==> src/sv/assert_macros.svh <==
// Assertion macros shared by the tokenizer RTL.
`ifndef ASSERT_MACROS_SVH
`define ASSERT_MACROS_SVH

// Clocked check, switched off while reset is asserted.
`define SSTOK_ASSERT(lbl, prop, msg) \
  lbl: assert property (@(posedge clk_i) disable iff (!rst_ni) (prop)) else $error(msg);

// Clocked implication check built on the macro above.
`define SSTOK_ASSERT_IMP(lbl, ante, cons, msg) \
  `SSTOK_ASSERT(lbl, (ante) |-> (cons), msg)

`endif

==> src/sv/sstok_pkg.sv <==
// Package with types, constants and helper functions of the source tokenizer.
`default_nettype none
package sstok_pkg;

  localparam int OFFSET_BITS_DEF = 20;
  localparam int LINE_BITS_DEF   = 16;
  localparam int MAX_KEYWORD_LEN = 8;
  localparam int QUEUE_DEPTH     = 4;
  localparam int MAX_RES         = 3;
  localparam int CNT_W           = 2;
  localparam int RES_FIX_W       = 12;
  localparam int NUM_KEYWORDS    = 18;

  localparam logic [7:0] CH_NL    = 8'h0A;
  localparam logic [7:0] CH_CR    = 8'h0D;
  localparam logic [7:0] CH_TAB   = 8'h09;
  localparam logic [7:0] CH_SPACE = 8'h20;
  localparam logic [7:0] CH_SLASH = 8'h2F;
  localparam logic [7:0] CH_EQ    = 8'h3D;
  localparam logic [7:0] CH_DOT   = 8'h2E;
  localparam logic [7:0] CH_QUOTE = 8'h22;

  localparam logic [4:0] KIND_DOT     = 5'd5;
  localparam logic [4:0] KIND_SLASH   = 5'd9;
  localparam logic [4:0] KIND_BANG    = 5'd11;
  localparam logic [4:0] KIND_BANG_EQ = 5'd12;
  localparam logic [4:0] KIND_STRING  = 5'd19;
  localparam logic [4:0] KIND_NUMBER  = 5'd20;
  localparam logic [4:0] KIND_KEYWORD = 5'd21;
  localparam logic [4:0] KIND_IDENT   = 5'd22;

  localparam logic [1:0] ERR_NONE     = 2'd0;
  localparam logic [1:0] ERR_CHAR     = 2'd1;
  localparam logic [1:0] ERR_UNTERM   = 2'd2;

  typedef enum logic [3:0] {
    MODE_IDLE, MODE_OPER, MODE_SLASH, MODE_COMMENT, MODE_STRING,
    MODE_INT, MODE_DOT, MODE_FRAC, MODE_WORD
  } mode_e;

  typedef struct packed {
    logic       hit;
    logic [4:0] idx;
  } kw_t;

  typedef struct packed {
    logic       full;
    logic       empty;
  } fifo_stat_t;

  localparam logic [63:0] KW_TEXT [NUM_KEYWORDS] = '{
    64'("and"), 64'("class"), 64'("else"), 64'("false"), 64'("true"),
    64'("for"), 64'("fun"), 64'("if"), 64'("nil"), 64'("or"),
    64'("print"), 64'("return"), 64'("super"), 64'("this"), 64'("var"),
    64'("while"), 64'("break"), 64'("continue")
  };
  localparam logic [3:0] KW_LEN [NUM_KEYWORDS] = '{
    4'd3, 4'd5, 4'd4, 4'd5, 4'd4, 4'd3, 4'd3, 4'd2, 4'd3, 4'd2,
    4'd5, 4'd6, 4'd5, 4'd4, 4'd3, 4'd5, 4'd5, 4'd8
  };

  function automatic logic is_digit(input logic [7:0] c);
    return (c >= 8'h30) && (c <= 8'h39);
  endfunction

  function automatic logic is_alpha(input logic [7:0] c);
    return ((c >= 8'h61) && (c <= 8'h7A)) || ((c >= 8'h41) && (c <= 8'h5A)) ||
           (c == 8'h5F);
  endfunction

  // Keyword match; all entries compare in parallel.
  function automatic kw_t kw_lookup(input logic [63:0] wb, input logic [3:0] wl);
    kw_t r;
    r = '0;
    for (int i = 0; i < NUM_KEYWORDS; i++) begin
      if (!r.hit && wl == KW_LEN[i] && wb == KW_TEXT[i]) begin
        r.hit = 1'b1;
        r.idx = 5'(i);
      end
    end
    return r;
  endfunction

endpackage
`default_nettype wire

==> src/sv/sstok_front.sv <==
// Scanner front end: classifies each byte and builds the batch of results it causes.
`default_nettype none
module sstok_front import sstok_pkg::*; #(
  parameter int OFFSET_BITS = OFFSET_BITS_DEF,
  parameter int LINE_BITS   = LINE_BITS_DEF
) (
  input  wire logic       clk_i,
  input  wire logic       rst_ni,
  input  wire logic       accept_i,
  input  wire logic [7:0] byte_i,
  input  wire logic       eos_i,
  output logic            push_o,
  output logic [CNT_W+MAX_RES*(RES_FIX_W+2*OFFSET_BITS+LINE_BITS)-1:0] entry_o
);
  `include "assert_macros.svh"

  localparam int OB    = OFFSET_BITS;
  localparam int LB    = LINE_BITS;
  localparam int RES_W = RES_FIX_W + 2 * OB + LB;
  localparam int NCAND = 5;

  typedef struct packed {
    logic          v;
    logic [4:0]    kind;
    logic [4:0]    kw;
    logic [OB-1:0] s;
    logic [OB-1:0] e;
    logic [1:0]    err;
  } cand_t;

  typedef struct packed {
    cand_t a;
    cand_t b;
  } pair_t;

  mode_e         mode_q, mode_d;
  logic [1:0]    op_q, op_d;
  logic [OB-1:0] pos_q, pos_d, ts_q, ts_d, prev_q, prev_d, ne_q, ne_d;
  logic [LB-1:0] line_q, line_d, line_mid;
  logic [63:0]   wb_q, wb_d;
  logic [3:0]    wl_q, wl_d;

  cand_t         cand [NCAND];
  logic [LB-1:0] cline [NCAND];
  logic [RES_W-1:0] slot [MAX_RES];
  logic [1:0]    cnt;

  function automatic pair_t flush_f(input mode_e m, input logic [1:0] op,
                                    input logic [OB-1:0] ts, input logic [OB-1:0] ne,
                                    input kw_t k, input logic [OB-1:0] last);
    pair_t p;
    p = '0;
    p.a.s = ts;
    p.a.e = last;
    case (m)
      MODE_OPER: begin
        p.a.v    = 1'b1;
        p.a.kind = KIND_BANG + {2'b00, op, 1'b0};
      end
      MODE_SLASH: begin
        p.a.v    = 1'b1;
        p.a.kind = KIND_SLASH;
      end
      MODE_STRING: begin
        p.a.v   = 1'b1;
        p.a.err = ERR_UNTERM;
      end
      MODE_INT, MODE_FRAC: begin
        p.a.v    = 1'b1;
        p.a.kind = KIND_NUMBER;
      end
      MODE_DOT: begin
        p.a.v    = 1'b1;
        p.a.kind = KIND_NUMBER;
        p.a.e    = ne;
        p.b.v    = 1'b1;
        p.b.kind = KIND_DOT;
        p.b.s    = last;
        p.b.e    = last;
      end
      MODE_WORD: begin
        p.a.v    = 1'b1;
        p.a.kind = k.hit ? KIND_KEYWORD : KIND_IDENT;
        p.a.kw   = k.hit ? k.idx : 5'd0;
      end
      default: p = '0;
    endcase
    return p;
  endfunction

  function automatic logic [LB-1:0] line_inc(input logic [LB-1:0] l);
    return (l == {LB{1'b1}}) ? l : l + LB'(1);
  endfunction

  pair_t pre_p, fin_p;
  cand_t mid_c;

  always_comb begin
    logic do_fresh;
    logic do_pre;
    mode_d   = mode_q;
    op_d     = op_q;
    ts_d     = ts_q;
    ne_d     = ne_q;
    wb_d     = wb_q;
    wl_d     = wl_q;
    line_mid = line_q;
    mid_c    = '0;
    do_fresh = 1'b0;
    do_pre   = 1'b0;

    unique case (mode_q)
      MODE_IDLE: do_fresh = 1'b1;
      MODE_OPER: begin
        if (byte_i == CH_EQ) begin
          mid_c.v    = 1'b1;
          mid_c.kind = KIND_BANG_EQ + {2'b00, op_q, 1'b0};
          mid_c.s    = ts_q;
          mid_c.e    = pos_q;
          mode_d     = MODE_IDLE;
        end else begin
          do_pre   = 1'b1;
          do_fresh = 1'b1;
        end
      end
      MODE_SLASH: begin
        if (byte_i == CH_SLASH) mode_d = MODE_COMMENT;
        else begin
          do_pre   = 1'b1;
          do_fresh = 1'b1;
        end
      end
      MODE_COMMENT: begin
        if (byte_i == CH_NL) begin
          line_mid = line_inc(line_q);
          mode_d   = MODE_IDLE;
        end
      end
      MODE_STRING: begin
        if (byte_i == CH_QUOTE) begin
          mid_c.v    = 1'b1;
          mid_c.kind = KIND_STRING;
          mid_c.s    = ts_q;
          mid_c.e    = pos_q;
          mode_d     = MODE_IDLE;
        end else if (byte_i == CH_NL) begin
          line_mid = line_inc(line_q);
        end
      end
      MODE_INT: begin
        if (byte_i == CH_DOT) begin
          ne_d   = prev_q;
          mode_d = MODE_DOT;
        end else if (!is_digit(byte_i)) begin
          do_pre   = 1'b1;
          do_fresh = 1'b1;
        end
      end
      MODE_DOT: begin
        if (is_digit(byte_i)) mode_d = MODE_FRAC;
        else begin
          do_pre   = 1'b1;
          do_fresh = 1'b1;
        end
      end
      MODE_FRAC: begin
        if (!is_digit(byte_i)) begin
          do_pre   = 1'b1;
          do_fresh = 1'b1;
        end
      end
      MODE_WORD: begin
        if (is_alpha(byte_i) || is_digit(byte_i)) begin
          if (wl_q < 4'(MAX_KEYWORD_LEN)) begin
            wb_d = {wb_q[55:0], byte_i};
            wl_d = wl_q + 4'd1;
          end else begin
            wl_d = 4'(MAX_KEYWORD_LEN + 1);
          end
        end else begin
          do_pre   = 1'b1;
          do_fresh = 1'b1;
        end
      end
      default: do_fresh = 1'b1;
    endcase

    pre_p = do_pre ? flush_f(mode_q, op_q, ts_q, ne_q, kw_lookup(wb_q, wl_q), prev_q)
                   : pair_t'('0);

    if (do_fresh) begin
      mode_d = MODE_IDLE;
      ts_d   = pos_q;
      mid_c.s = pos_q;
      mid_c.e = pos_q;
      case (byte_i)
        8'h28: begin mid_c.v = 1'b1; mid_c.kind = 5'd0;  end
        8'h29: begin mid_c.v = 1'b1; mid_c.kind = 5'd1;  end
        8'h7B: begin mid_c.v = 1'b1; mid_c.kind = 5'd2;  end
        8'h7D: begin mid_c.v = 1'b1; mid_c.kind = 5'd3;  end
        8'h2C: begin mid_c.v = 1'b1; mid_c.kind = 5'd4;  end
        CH_DOT: begin mid_c.v = 1'b1; mid_c.kind = KIND_DOT; end
        8'h2D: begin mid_c.v = 1'b1; mid_c.kind = 5'd6;  end
        8'h2B: begin mid_c.v = 1'b1; mid_c.kind = 5'd7;  end
        8'h3B: begin mid_c.v = 1'b1; mid_c.kind = 5'd8;  end
        8'h2A: begin mid_c.v = 1'b1; mid_c.kind = 5'd10; end
        8'h21: begin op_d = 2'd0; mode_d = MODE_OPER; end
        CH_EQ: begin op_d = 2'd1; mode_d = MODE_OPER; end
        8'h3E: begin op_d = 2'd2; mode_d = MODE_OPER; end
        8'h3C: begin op_d = 2'd3; mode_d = MODE_OPER; end
        CH_SLASH: mode_d = MODE_SLASH;
        CH_SPACE, CH_CR, CH_TAB: mode_d = MODE_IDLE;
        CH_NL: line_mid = line_inc(line_q);
        CH_QUOTE: mode_d = MODE_STRING;
        default: begin
          if (is_digit(byte_i)) begin
            mode_d = MODE_INT;
          end else if (is_alpha(byte_i)) begin
            wb_d   = {56'd0, byte_i};
            wl_d   = 4'd1;
            mode_d = MODE_WORD;
          end else begin
            mid_c.v   = 1'b1;
            mid_c.err = ERR_CHAR;
          end
        end
      endcase
    end

    fin_p = eos_i ? flush_f(mode_d, op_d, ts_d, ne_d, kw_lookup(wb_d, wl_d), pos_q)
                  : pair_t'('0);

    line_d = line_mid;
    pos_d  = (pos_q == {OB{1'b1}}) ? pos_q : pos_q + OB'(1);
    prev_d = pos_q;
    if (eos_i) begin
      mode_d = MODE_IDLE;
      op_d   = 2'd0;
      pos_d  = '0;
      ts_d   = '0;
      line_d = LB'(1);
      wb_d   = '0;
      wl_d   = '0;
      prev_d = '0;
      ne_d   = '0;
    end
  end

  // Results before the final flush carry the line as it was; the flush sees any newline.
  always_comb begin
    cand[0]  = pre_p.a;
    cand[1]  = pre_p.b;
    cand[2]  = mid_c;
    cand[3]  = fin_p.a;
    cand[4]  = fin_p.b;
    cline[0] = line_q;
    cline[1] = line_q;
    cline[2] = line_q;
    cline[3] = line_mid;
    cline[4] = line_mid;
  end

  always_comb begin
    cnt = 2'd0;
    for (int i = 0; i < MAX_RES; i++) slot[i] = '0;
    for (int i = 0; i < NCAND; i++) begin
      if (cand[i].v && cnt != 2'(MAX_RES)) begin
        slot[cnt] = {cand[i].kind, cand[i].kw, cand[i].s, cand[i].e, cline[i],
                     cand[i].err};
        cnt = cnt + 2'd1;
      end
    end
  end

  always_comb begin
    push_o  = accept_i && (cnt != 2'd0);
    entry_o = {cnt, slot[2], slot[1], slot[0]};
  end

  always_ff @(posedge clk_i or negedge rst_ni) begin
    if (!rst_ni) begin
      mode_q <= MODE_IDLE;
      op_q   <= 2'd0;
      pos_q  <= '0;
      ts_q   <= '0;
      line_q <= LB'(1);
      wb_q   <= '0;
      wl_q   <= '0;
      prev_q <= '0;
      ne_q   <= '0;
    end else if (accept_i) begin
      mode_q <= mode_d;
      op_q   <= op_d;
      pos_q  <= pos_d;
      ts_q   <= ts_d;
      line_q <= line_d;
      wb_q   <= wb_d;
      wl_q   <= wl_d;
      prev_q <= prev_d;
      ne_q   <= ne_d;
    end
  end

  `SSTOK_ASSERT(a_line_nonzero, line_q != '0, "line counter reached zero")
  `SSTOK_ASSERT_IMP(a_eos_restart, $past(accept_i && eos_i), pos_q == '0 && mode_q == MODE_IDLE,
                    "scanner did not restart after end of source")

endmodule
`default_nettype wire

==> src/sv/sstok_fifo.sv <==
// Short queue of result batches between the scanner front end and the result back end.
`default_nettype none
module sstok_fifo import sstok_pkg::*; #(
  parameter int WIDTH = 8,
  parameter int DEPTH = QUEUE_DEPTH
) (
  input  wire logic             clk_i,
  input  wire logic             rst_ni,
  input  wire logic             push_i,
  input  wire logic [WIDTH-1:0] data_i,
  input  wire logic             pop_i,
  output fifo_stat_t            stat_o,
  output logic [WIDTH-1:0]      head_o
);
  `include "assert_macros.svh"

  localparam int AW = (DEPTH > 1) ? $clog2(DEPTH) : 1;

  logic [WIDTH-1:0] mem [DEPTH];
  logic [AW:0]      wp_q, rp_q;

  always_comb begin
    stat_o.empty = (wp_q == rp_q);
    stat_o.full  = (wp_q[AW] != rp_q[AW]) && (wp_q[AW-1:0] == rp_q[AW-1:0]);
    head_o       = mem[rp_q[AW-1:0]];
  end

  always_ff @(posedge clk_i) begin
    if (push_i && !stat_o.full) mem[wp_q[AW-1:0]] <= data_i;
  end

  always_ff @(posedge clk_i or negedge rst_ni) begin
    if (!rst_ni) begin
      wp_q <= '0;
      rp_q <= '0;
    end else begin
      if (push_i && !stat_o.full) wp_q <= wp_q + (AW+1)'(1);
      if (pop_i && !stat_o.empty) rp_q <= rp_q + (AW+1)'(1);
    end
  end

  `SSTOK_ASSERT(a_fill_bound, (AW+1)'(wp_q - rp_q) <= (AW+1)'(DEPTH),
                "batch queue holds more than its depth")

endmodule
`default_nettype wire

==> src/sv/sstok_back.sv <==
// Result back end: hands out the results of the head batch one request at a time.
`default_nettype none
module sstok_back import sstok_pkg::*; #(
  parameter int OFFSET_BITS = OFFSET_BITS_DEF,
  parameter int LINE_BITS   = LINE_BITS_DEF
) (
  input  wire logic       clk_i,
  input  wire logic       rst_ni,
  input  wire fifo_stat_t stat_i,
  input  wire logic [CNT_W+MAX_RES*(RES_FIX_W+2*OFFSET_BITS+LINE_BITS)-1:0] head_i,
  input  wire logic       pop_i,
  output logic            fifo_pop_o,
  output logic            empty_o,
  output logic [4:0]      token_kind_o,
  output logic [4:0]      keyword_index_o,
  output logic [OFFSET_BITS-1:0] start_offset_o,
  output logic [OFFSET_BITS-1:0] end_offset_o,
  output logic [LINE_BITS-1:0]   line_number_o,
  output logic [1:0]      error_code_o,
  output logic            last_of_run_o
);
  `include "assert_macros.svh"

  localparam int OB      = OFFSET_BITS;
  localparam int LB      = LINE_BITS;
  localparam int RES_W   = RES_FIX_W + 2 * OB + LB;
  localparam int ENTRY_W = CNT_W + MAX_RES * RES_W;

  logic [1:0]       idx_q, idx_d;
  logic [1:0]       cnt;
  logic [RES_W-1:0] sel;
  logic             last;

  always_comb begin
    cnt = head_i[ENTRY_W-1 -: CNT_W];
    sel = head_i[RES_W-1:0];
    for (int i = 1; i < MAX_RES; i++) begin
      if (idx_q == 2'(i)) sel = head_i[i*RES_W +: RES_W];
    end
    last            = (idx_q == cnt - 2'd1);
    empty_o         = stat_i.empty;
    token_kind_o    = sel[RES_W-1 -: 5];
    keyword_index_o = sel[RES_W-6 -: 5];
    start_offset_o  = sel[RES_W-11 -: OB];
    end_offset_o    = sel[RES_W-11-OB -: OB];
    line_number_o   = sel[LB+1:2];
    error_code_o    = sel[1:0];
    last_of_run_o   = last;
    fifo_pop_o      = pop_i && !stat_i.empty && last;
    idx_d           = idx_q;
    if (pop_i && !stat_i.empty) idx_d = last ? 2'd0 : idx_q + 2'd1;
  end

  always_ff @(posedge clk_i or negedge rst_ni) begin
    if (!rst_ni) idx_q <= 2'd0;
    else         idx_q <= idx_d;
  end

  `SSTOK_ASSERT_IMP(a_batch_nonempty, !stat_i.empty, cnt != 2'd0,
                    "queued batch holds no result")
  `SSTOK_ASSERT_IMP(a_idx_in_batch, !stat_i.empty, idx_q < cnt,
                    "result index runs past the head batch")
  `SSTOK_ASSERT_IMP(a_idx_idle, stat_i.empty, idx_q == 2'd0,
                    "result index left mid-batch with nothing queued")

endmodule
`default_nettype wire

==> src/sv/script_source_tokenizer_unit.sv <==
// Top level of the streaming source tokenizer: scanner, batch queue and result port.
//
//  Channel   Direction  Handshake            Payload
//  ------    ---------  -------------------  ------------------------------------------
//  source    in         push / full          source_byte_i, end_of_source_i
//  tokens    out        pop / empty          token_kind_o .. last_of_run_o (7 fields)
//
// The scanner takes one source byte per cycle whenever full is low, so a byte
// stream enters at one byte per clock. Each byte yields zero to three results,
// written as one batch into a four-entry queue in the same cycle; bytes that
// yield nothing leave no trace in the queue. The result side hands out one
// result per cycle while empty is low, the oldest first, so a three-result
// batch takes three pops. Reset clears the scanner state (line counter to one)
// and empties the queue. full rises only when the queue holds four unfinished
// batches; a stalled result side never holds back the scanner until then.
`default_nettype none
module script_source_tokenizer_unit import sstok_pkg::*; #(
  parameter int OFFSET_BITS = OFFSET_BITS_DEF,
  parameter int LINE_BITS   = LINE_BITS_DEF
) (
  input  wire logic                   clk_i,
  input  wire logic                   rst_ni,
  input  wire logic                   push,
  output logic                        full,
  input  wire logic [7:0]             source_byte_i,
  input  wire logic                   end_of_source_i,
  output logic                        empty,
  input  wire logic                   pop,
  output logic [4:0]                  token_kind_o,
  output logic [4:0]                  keyword_index_o,
  output logic [OFFSET_BITS-1:0]      start_offset_o,
  output logic [OFFSET_BITS-1:0]      end_offset_o,
  output logic [LINE_BITS-1:0]        line_number_o,
  output logic [1:0]                  error_code_o,
  output logic                        last_of_run_o
);

  // One batch: a result count and three result slots.
  localparam int ENTRY_W = CNT_W + MAX_RES * (RES_FIX_W + 2 * OFFSET_BITS + LINE_BITS);

  fifo_stat_t         stat;
  logic               accept;
  logic               batch_push;
  logic               batch_pop;
  logic [ENTRY_W-1:0] batch;
  logic [ENTRY_W-1:0] head;

  // A byte request is taken whenever the queue has room for a batch.
  assign accept = push && !stat.full;
  assign full   = stat.full;

  sstok_front #(
    .OFFSET_BITS(OFFSET_BITS),
    .LINE_BITS  (LINE_BITS)
  ) u_front (
    .clk_i   (clk_i),
    .rst_ni  (rst_ni),
    .accept_i(accept),
    .byte_i  (source_byte_i),
    .eos_i   (end_of_source_i),
    .push_o  (batch_push),
    .entry_o (batch)
  );

  sstok_fifo #(
    .WIDTH(ENTRY_W),
    .DEPTH(QUEUE_DEPTH)
  ) u_fifo (
    .clk_i (clk_i),
    .rst_ni(rst_ni),
    .push_i(batch_push),
    .data_i(batch),
    .pop_i (batch_pop),
    .stat_o(stat),
    .head_o(head)
  );

  // The back end walks the head batch and releases it after its last result.
  sstok_back #(
    .OFFSET_BITS(OFFSET_BITS),
    .LINE_BITS  (LINE_BITS)
  ) u_back (
    .clk_i          (clk_i),
    .rst_ni         (rst_ni),
    .stat_i         (stat),
    .head_i         (head),
    .pop_i          (pop),
    .fifo_pop_o     (batch_pop),
    .empty_o        (empty),
    .token_kind_o   (token_kind_o),
    .keyword_index_o(keyword_index_o),
    .start_offset_o (start_offset_o),
    .end_offset_o   (end_offset_o),
    .line_number_o  (line_number_o),
    .error_code_o   (error_code_o),
    .last_of_run_o  (last_of_run_o)
  );

endmodule
`default_nettype wire
==> config.mk <==
export PLATFORM = sky130hd
export DESIGN_NAME = script_source_tokenizer_unit
export DESIGN_NICKNAME = d
export VERILOG_FILES = /design/src/sv/sstok_pkg.sv /design/src/sv/sstok_front.sv /design/src/sv/sstok_fifo.sv /design/src/sv/sstok_back.sv /design/src/sv/script_source_tokenizer_unit.sv
export VERILOG_INCLUDE_DIRS = /design/src /design/src/sv
export SDC_FILE = /design/constraint.sdc
export NUM_CORES = 2
export LEC_CHECK = 0
export ABC_AREA = 1
export BUFFER_PORTS_ARGS = -buffer_cell sky130_fd_sc_hd__buf_2
export CORE_MARGIN = 2
export CORE_UTILIZATION = 30
export CTS_CLUSTER_SIZE = 10
export DETAILED_ROUTE_END_ITERATION = 16
export HOLD_SLACK_MARGIN = 0.02
export PLACE_DENSITY = 0.55
export SETUP_SLACK_MARGIN = 0.2
export SLEW_MARGIN = 20
export SYNTH_ARGS = -nofsm -noshare
export SYNTH_HDL_FRONTEND = slang
export SYNTH_SLANG_ARGS = --single-unit
==> constraint.sdc <==
create_clock -name clk_i -period 19.6 [get_ports clk_i]
set_clock_uncertainty 0.05 [all_clocks]
set_input_delay 3.92 -clock clk_i [delete_from_list [all_inputs] [get_ports clk_i]]
set_output_delay 3.92 -clock clk_i [all_outputs]
set_load 0.02 [all_outputs]
==> results.json <==
{
  "hp-class": "reg -> reg",
  "pwr-share-clk_pct": 22.8,
  "worst-path-stages": 33,
  "row_count": 147,
  "synth-edff-count": 824,
  "critical-path-top-delay-family": "buffers and inverters",
  "max_freq_mhz": 86.8,
  "start_util_pct": 30.2,
  "status": "completed",
  "synth_cell_types": 56,
  "grtUsageTotal_pct": 19.0,
  "multi_input_area_um2": 16400,
  "n_fill_cell": 16323,
  "layout_common_cells": "edfxtp_1, o21ai_0, nor2_1, nand2_1, inv_1",
  "max-vdd-ir-drop_v": 0.000105,
  "total_power_mw": 8.70,
  "postCtsSetupRepairBufs": 0,
  "cts_resized": 0,
  "cts_tree": "yes",
  "fin_crit_sh_pct": 58.8,
  "async_flop_share_pct": 17.8,
  "vias": 38921,
  "final_common_cell": "edfxtp_1",
  "hold_violations": 0,
  "wl_per_cell_um": 21.9,
  "ys.flop_type": "edfxtp_1",
  "p_switching_mw": 3.81,
  "seq_area_um2": 29200,
  "core_area_um2": 161000,
  "area_delta_synth_final_pct": 12.0,
  "highest-signal-layer": "met5",
  "antenna_found_initial": 7,
  "syn-num-nets": 5111,
  "avgSynthCellArea_um2": 9.55,
  "ant_nets": 0,
  "fin_crit_ns": 11.52,
  "drv_slew": 0,
  "ys_seq_area_share_pct": 60.3,
  "cts_buffer_depth": 3,
  "relSlewSlack_pct": 23.0,
  "gp_congestion": 0.939,
  "die_y_um": 406,
  "p_per_area_nw_per_um2": 160,
  "drcViolationCount": 0,
  "rsz0062_at_grt": "false",
  "critPathSlowestCell": "buf_4",
  "ys_seq_elements": 1002,
  "p_int_mw": 4.89,
  "cts_made_buffers": 113,
  "seqPwrFrac_pct": 36.2,
  "cts_hold_buf": 0,
  "grt_max_degree": 158,
  "hold_depth": 1,
  "crit_buf_inv": 11,
  "grt_first_pass_wirelength_um": 239000,
  "cts-root-buf": "clkbuf_16",
  "setup_tns_ns": 0,
  "pin_count": 84,
  "wl_met2_um": 75700,
  "portBuffers": 83,
  "cp-start-kind": "input pin",
  "reg2reg_depth": 25,
  "yosysWarnings": 0,
  "numClockSinks": 1002,
  "syn_area_um2": 48500,
  "hpwlAfterDp_um": 99700,
  "cp_max_fo": 58,
  "nets": 5054,
  "swShare_pct": 43.7,
  "dieArea_um2": 165000,
  "drt-initial-drc-count": 4146,
  "setup-violations-final": 0,
  "viasPerCell": 5.35,
  "final_util_pct": 33.8,
  "route.met3.wl_um": 10200,
  "critPathRequiredTime_ns": 19.91,
  "fp.dieW_um": 406,
  "clkTransAtPathRegs_ns": 0.06,
  "drive_above_1_share_pct": 7.16,
  "critPathArrivalTime_ns": 11.82,
  "grt_overflow": 0,
  "p_leak_nw": 19.1,
  "htreeDepth": 3,
  "clk-insertion-delay-late_ns": 0.74,
  "maxCapViolCount": 0,
  "tightest_slew_ns": 1.15,
  "critical-path-max-stage-delay_ns": 0.84,
  "first_pass_iters": 8,
  "grt_pass1_vias": 37351,
  "endpoint_kind": "register",
  "combinationalPowerShare_pct": 41.0,
  "wl_um": 159000,
  "synthCells": 5072,
  "r2r_setup_slack_ns": 10.85,
  "path_class": "in -> reg",
  "wl_met1_um": 68000
}
[sequential cells by signal (all words and copies together) (netlist names)]
name,cells
u_front.ne_q,20
u_front.ts_q,20
u_front.wl_q,4
u_front.line_q,16
u_front.op_q,2
u_fifo.mem,824
u_front.wb_q,64
u_fifo.wp_q,3
u_front.mode_q,4
u_front.prev_q,20
u_front.pos_q,20
u_back.idx_q,2
u_fifo.rp_q,3
[power by group through the flow]
stage | registers, mW | logic (mW) | clock network [mW]
5_1_grt | 3.19 | 3.89 | 2.10
3_5_place_dp | 3.19 | 3.60 | 0
2_1_floorplan | 3.32 | 2.17 | 0
3_3_place_gp | 3.18 | 3.59 | 0
4_1_cts | 3.15 | 3.61 | 2.02
6_report | 3.15 | 3.57 | 1.98
[logic make-up (layout without fill, tap and decap cells)]
group                      after synthesis  in the layout  synth area share [%]
buffers and inverters                  768            808                  6.15
other                                    0              1                     0
adders and majority gates               26             26                 0.671
xor gates and xnor gates                14             14                 0.253
DFF                                   1002           1002                  60.3
AOI/OAI and AO/OA                     1544           1544                  17.7
and+or+nand+nor                       1718           1718                  15.0
[final timing paths]
kind,end,from
max in group asynchronous,u_front.prev_q[2]$_DFFE_PN0P_,rst_ni
worst min-delay path,u_fifo.rp_q[2]$_DFFE_PN0P_,u_fifo.rp_q[2]$_DFFE_PN0P_
min in group asynchronous,u_front.wb_q[42]$_DFFE_PN0P_,rst_ni
worst max-delay path,u_fifo.mem[2][8]$_DFFE_PP_,source_byte_i[7]
worst min register to register,u_fifo.rp_q[2]$_DFFE_PN0P_,u_fifo.rp_q[2]$_DFFE_PN0P_
worst max register to register,u_fifo.mem[2][8]$_DFFE_PP_,u_front.mode_q[1]$_DFFE_PN0P_
[cells in the mapped netlist (4+ instances only)]
| library cell | count | area share [%] |
|---|---|---|
| nor3_2 | 4 | 0.083 |
| inv_1 | 415 | 3.2 |
| inv_2 | 25 | 0.19 |
| buf_1 | 24 | 0.19 |
| clkinv_1 | 12 | 0.093 |
| o21ai_1 | 76 | 0.78 |
| nand3b_1 | 4 | 0.062 |
| a211oi_1 | 39 | 0.60 |
| buf_2 | 17 | 0.18 |
| nor2_4 | 7 | 0.16 |
| clkbuf_1 | 263 | 2.0 |
| nand2_2 | 23 | 0.30 |
| buf_6 | 8 | 0.19 |
| nor2_1 | 787 | 6.1 |
| a22oi_1 | 10 | 0.15 |
| nand2_1 | 526 | 4.1 |
| buf_4 | 4 | 0.062 |
| a32o_1 | 4 | 0.083 |
| nand4_1 | 52 | 0.67 |
| nor3b_1 | 7 | 0.11 |
| nor2_2 | 9 | 0.12 |
| o221ai_1 | 33 | 0.60 |
| dfrtp_1 | 177 | 9.1 |
| a31oi_1 | 64 | 0.83 |
| a21oi_1 | 172 | 1.8 |
| o22ai_1 | 285 | 3.7 |
| xor2_1 | 11 | 0.20 |
| o21ai_0 | 816 | 8.4 |
| edfxtp_1 | 824 | 51 |
| ha_1 | 26 | 0.67 |
| nor3_1 | 57 | 0.59 |
| o31ai_1 | 22 | 0.34 |
| nand3_1 | 187 | 1.9 |
| nor4_1 | 44 | 0.57 |
| o211ai_1 | 5 | 0.077 |
[metrics by stage]
stage	cells	setup WS (ns)	cell area (um^2)	hold slack, ns
after CTS	7272	8.12	54300	0.443
after detailed placement	7060	7.33	50900	0.432
after global routing	7273	7.43	54300	0.483
final	7273	8.08	54300	0.438
after floorplan	5072	2.29	48500	0.412
after global placement	7060	7.52	50900	0.428
[routing by layer]
layer	vias up	GRT usage [%]
met5	-	0
met4	2	6.58
met3	324	2.73
met2	1615	31.4
met1	19015	25.3
li1	17965	-
[cell type report]
| type | count | share of cell area, % |
|---|---|---|
| Tap cell | 2160 | 4.98 |
| Inverter | 452 | 3.16 |
| Sequential cell | 1002 | 53.8 |
| Clock buffer | 201 | 5.88 |
| Antenna cell | 1 | 0.00461 |
| Multi-Input combinational cell | 3302 | 30.1 |
| Timing Repair Buffer | 144 | 1.65 |
| Clock inverter | 11 | 0.371 |
Power figures use the tool's default switching activity.
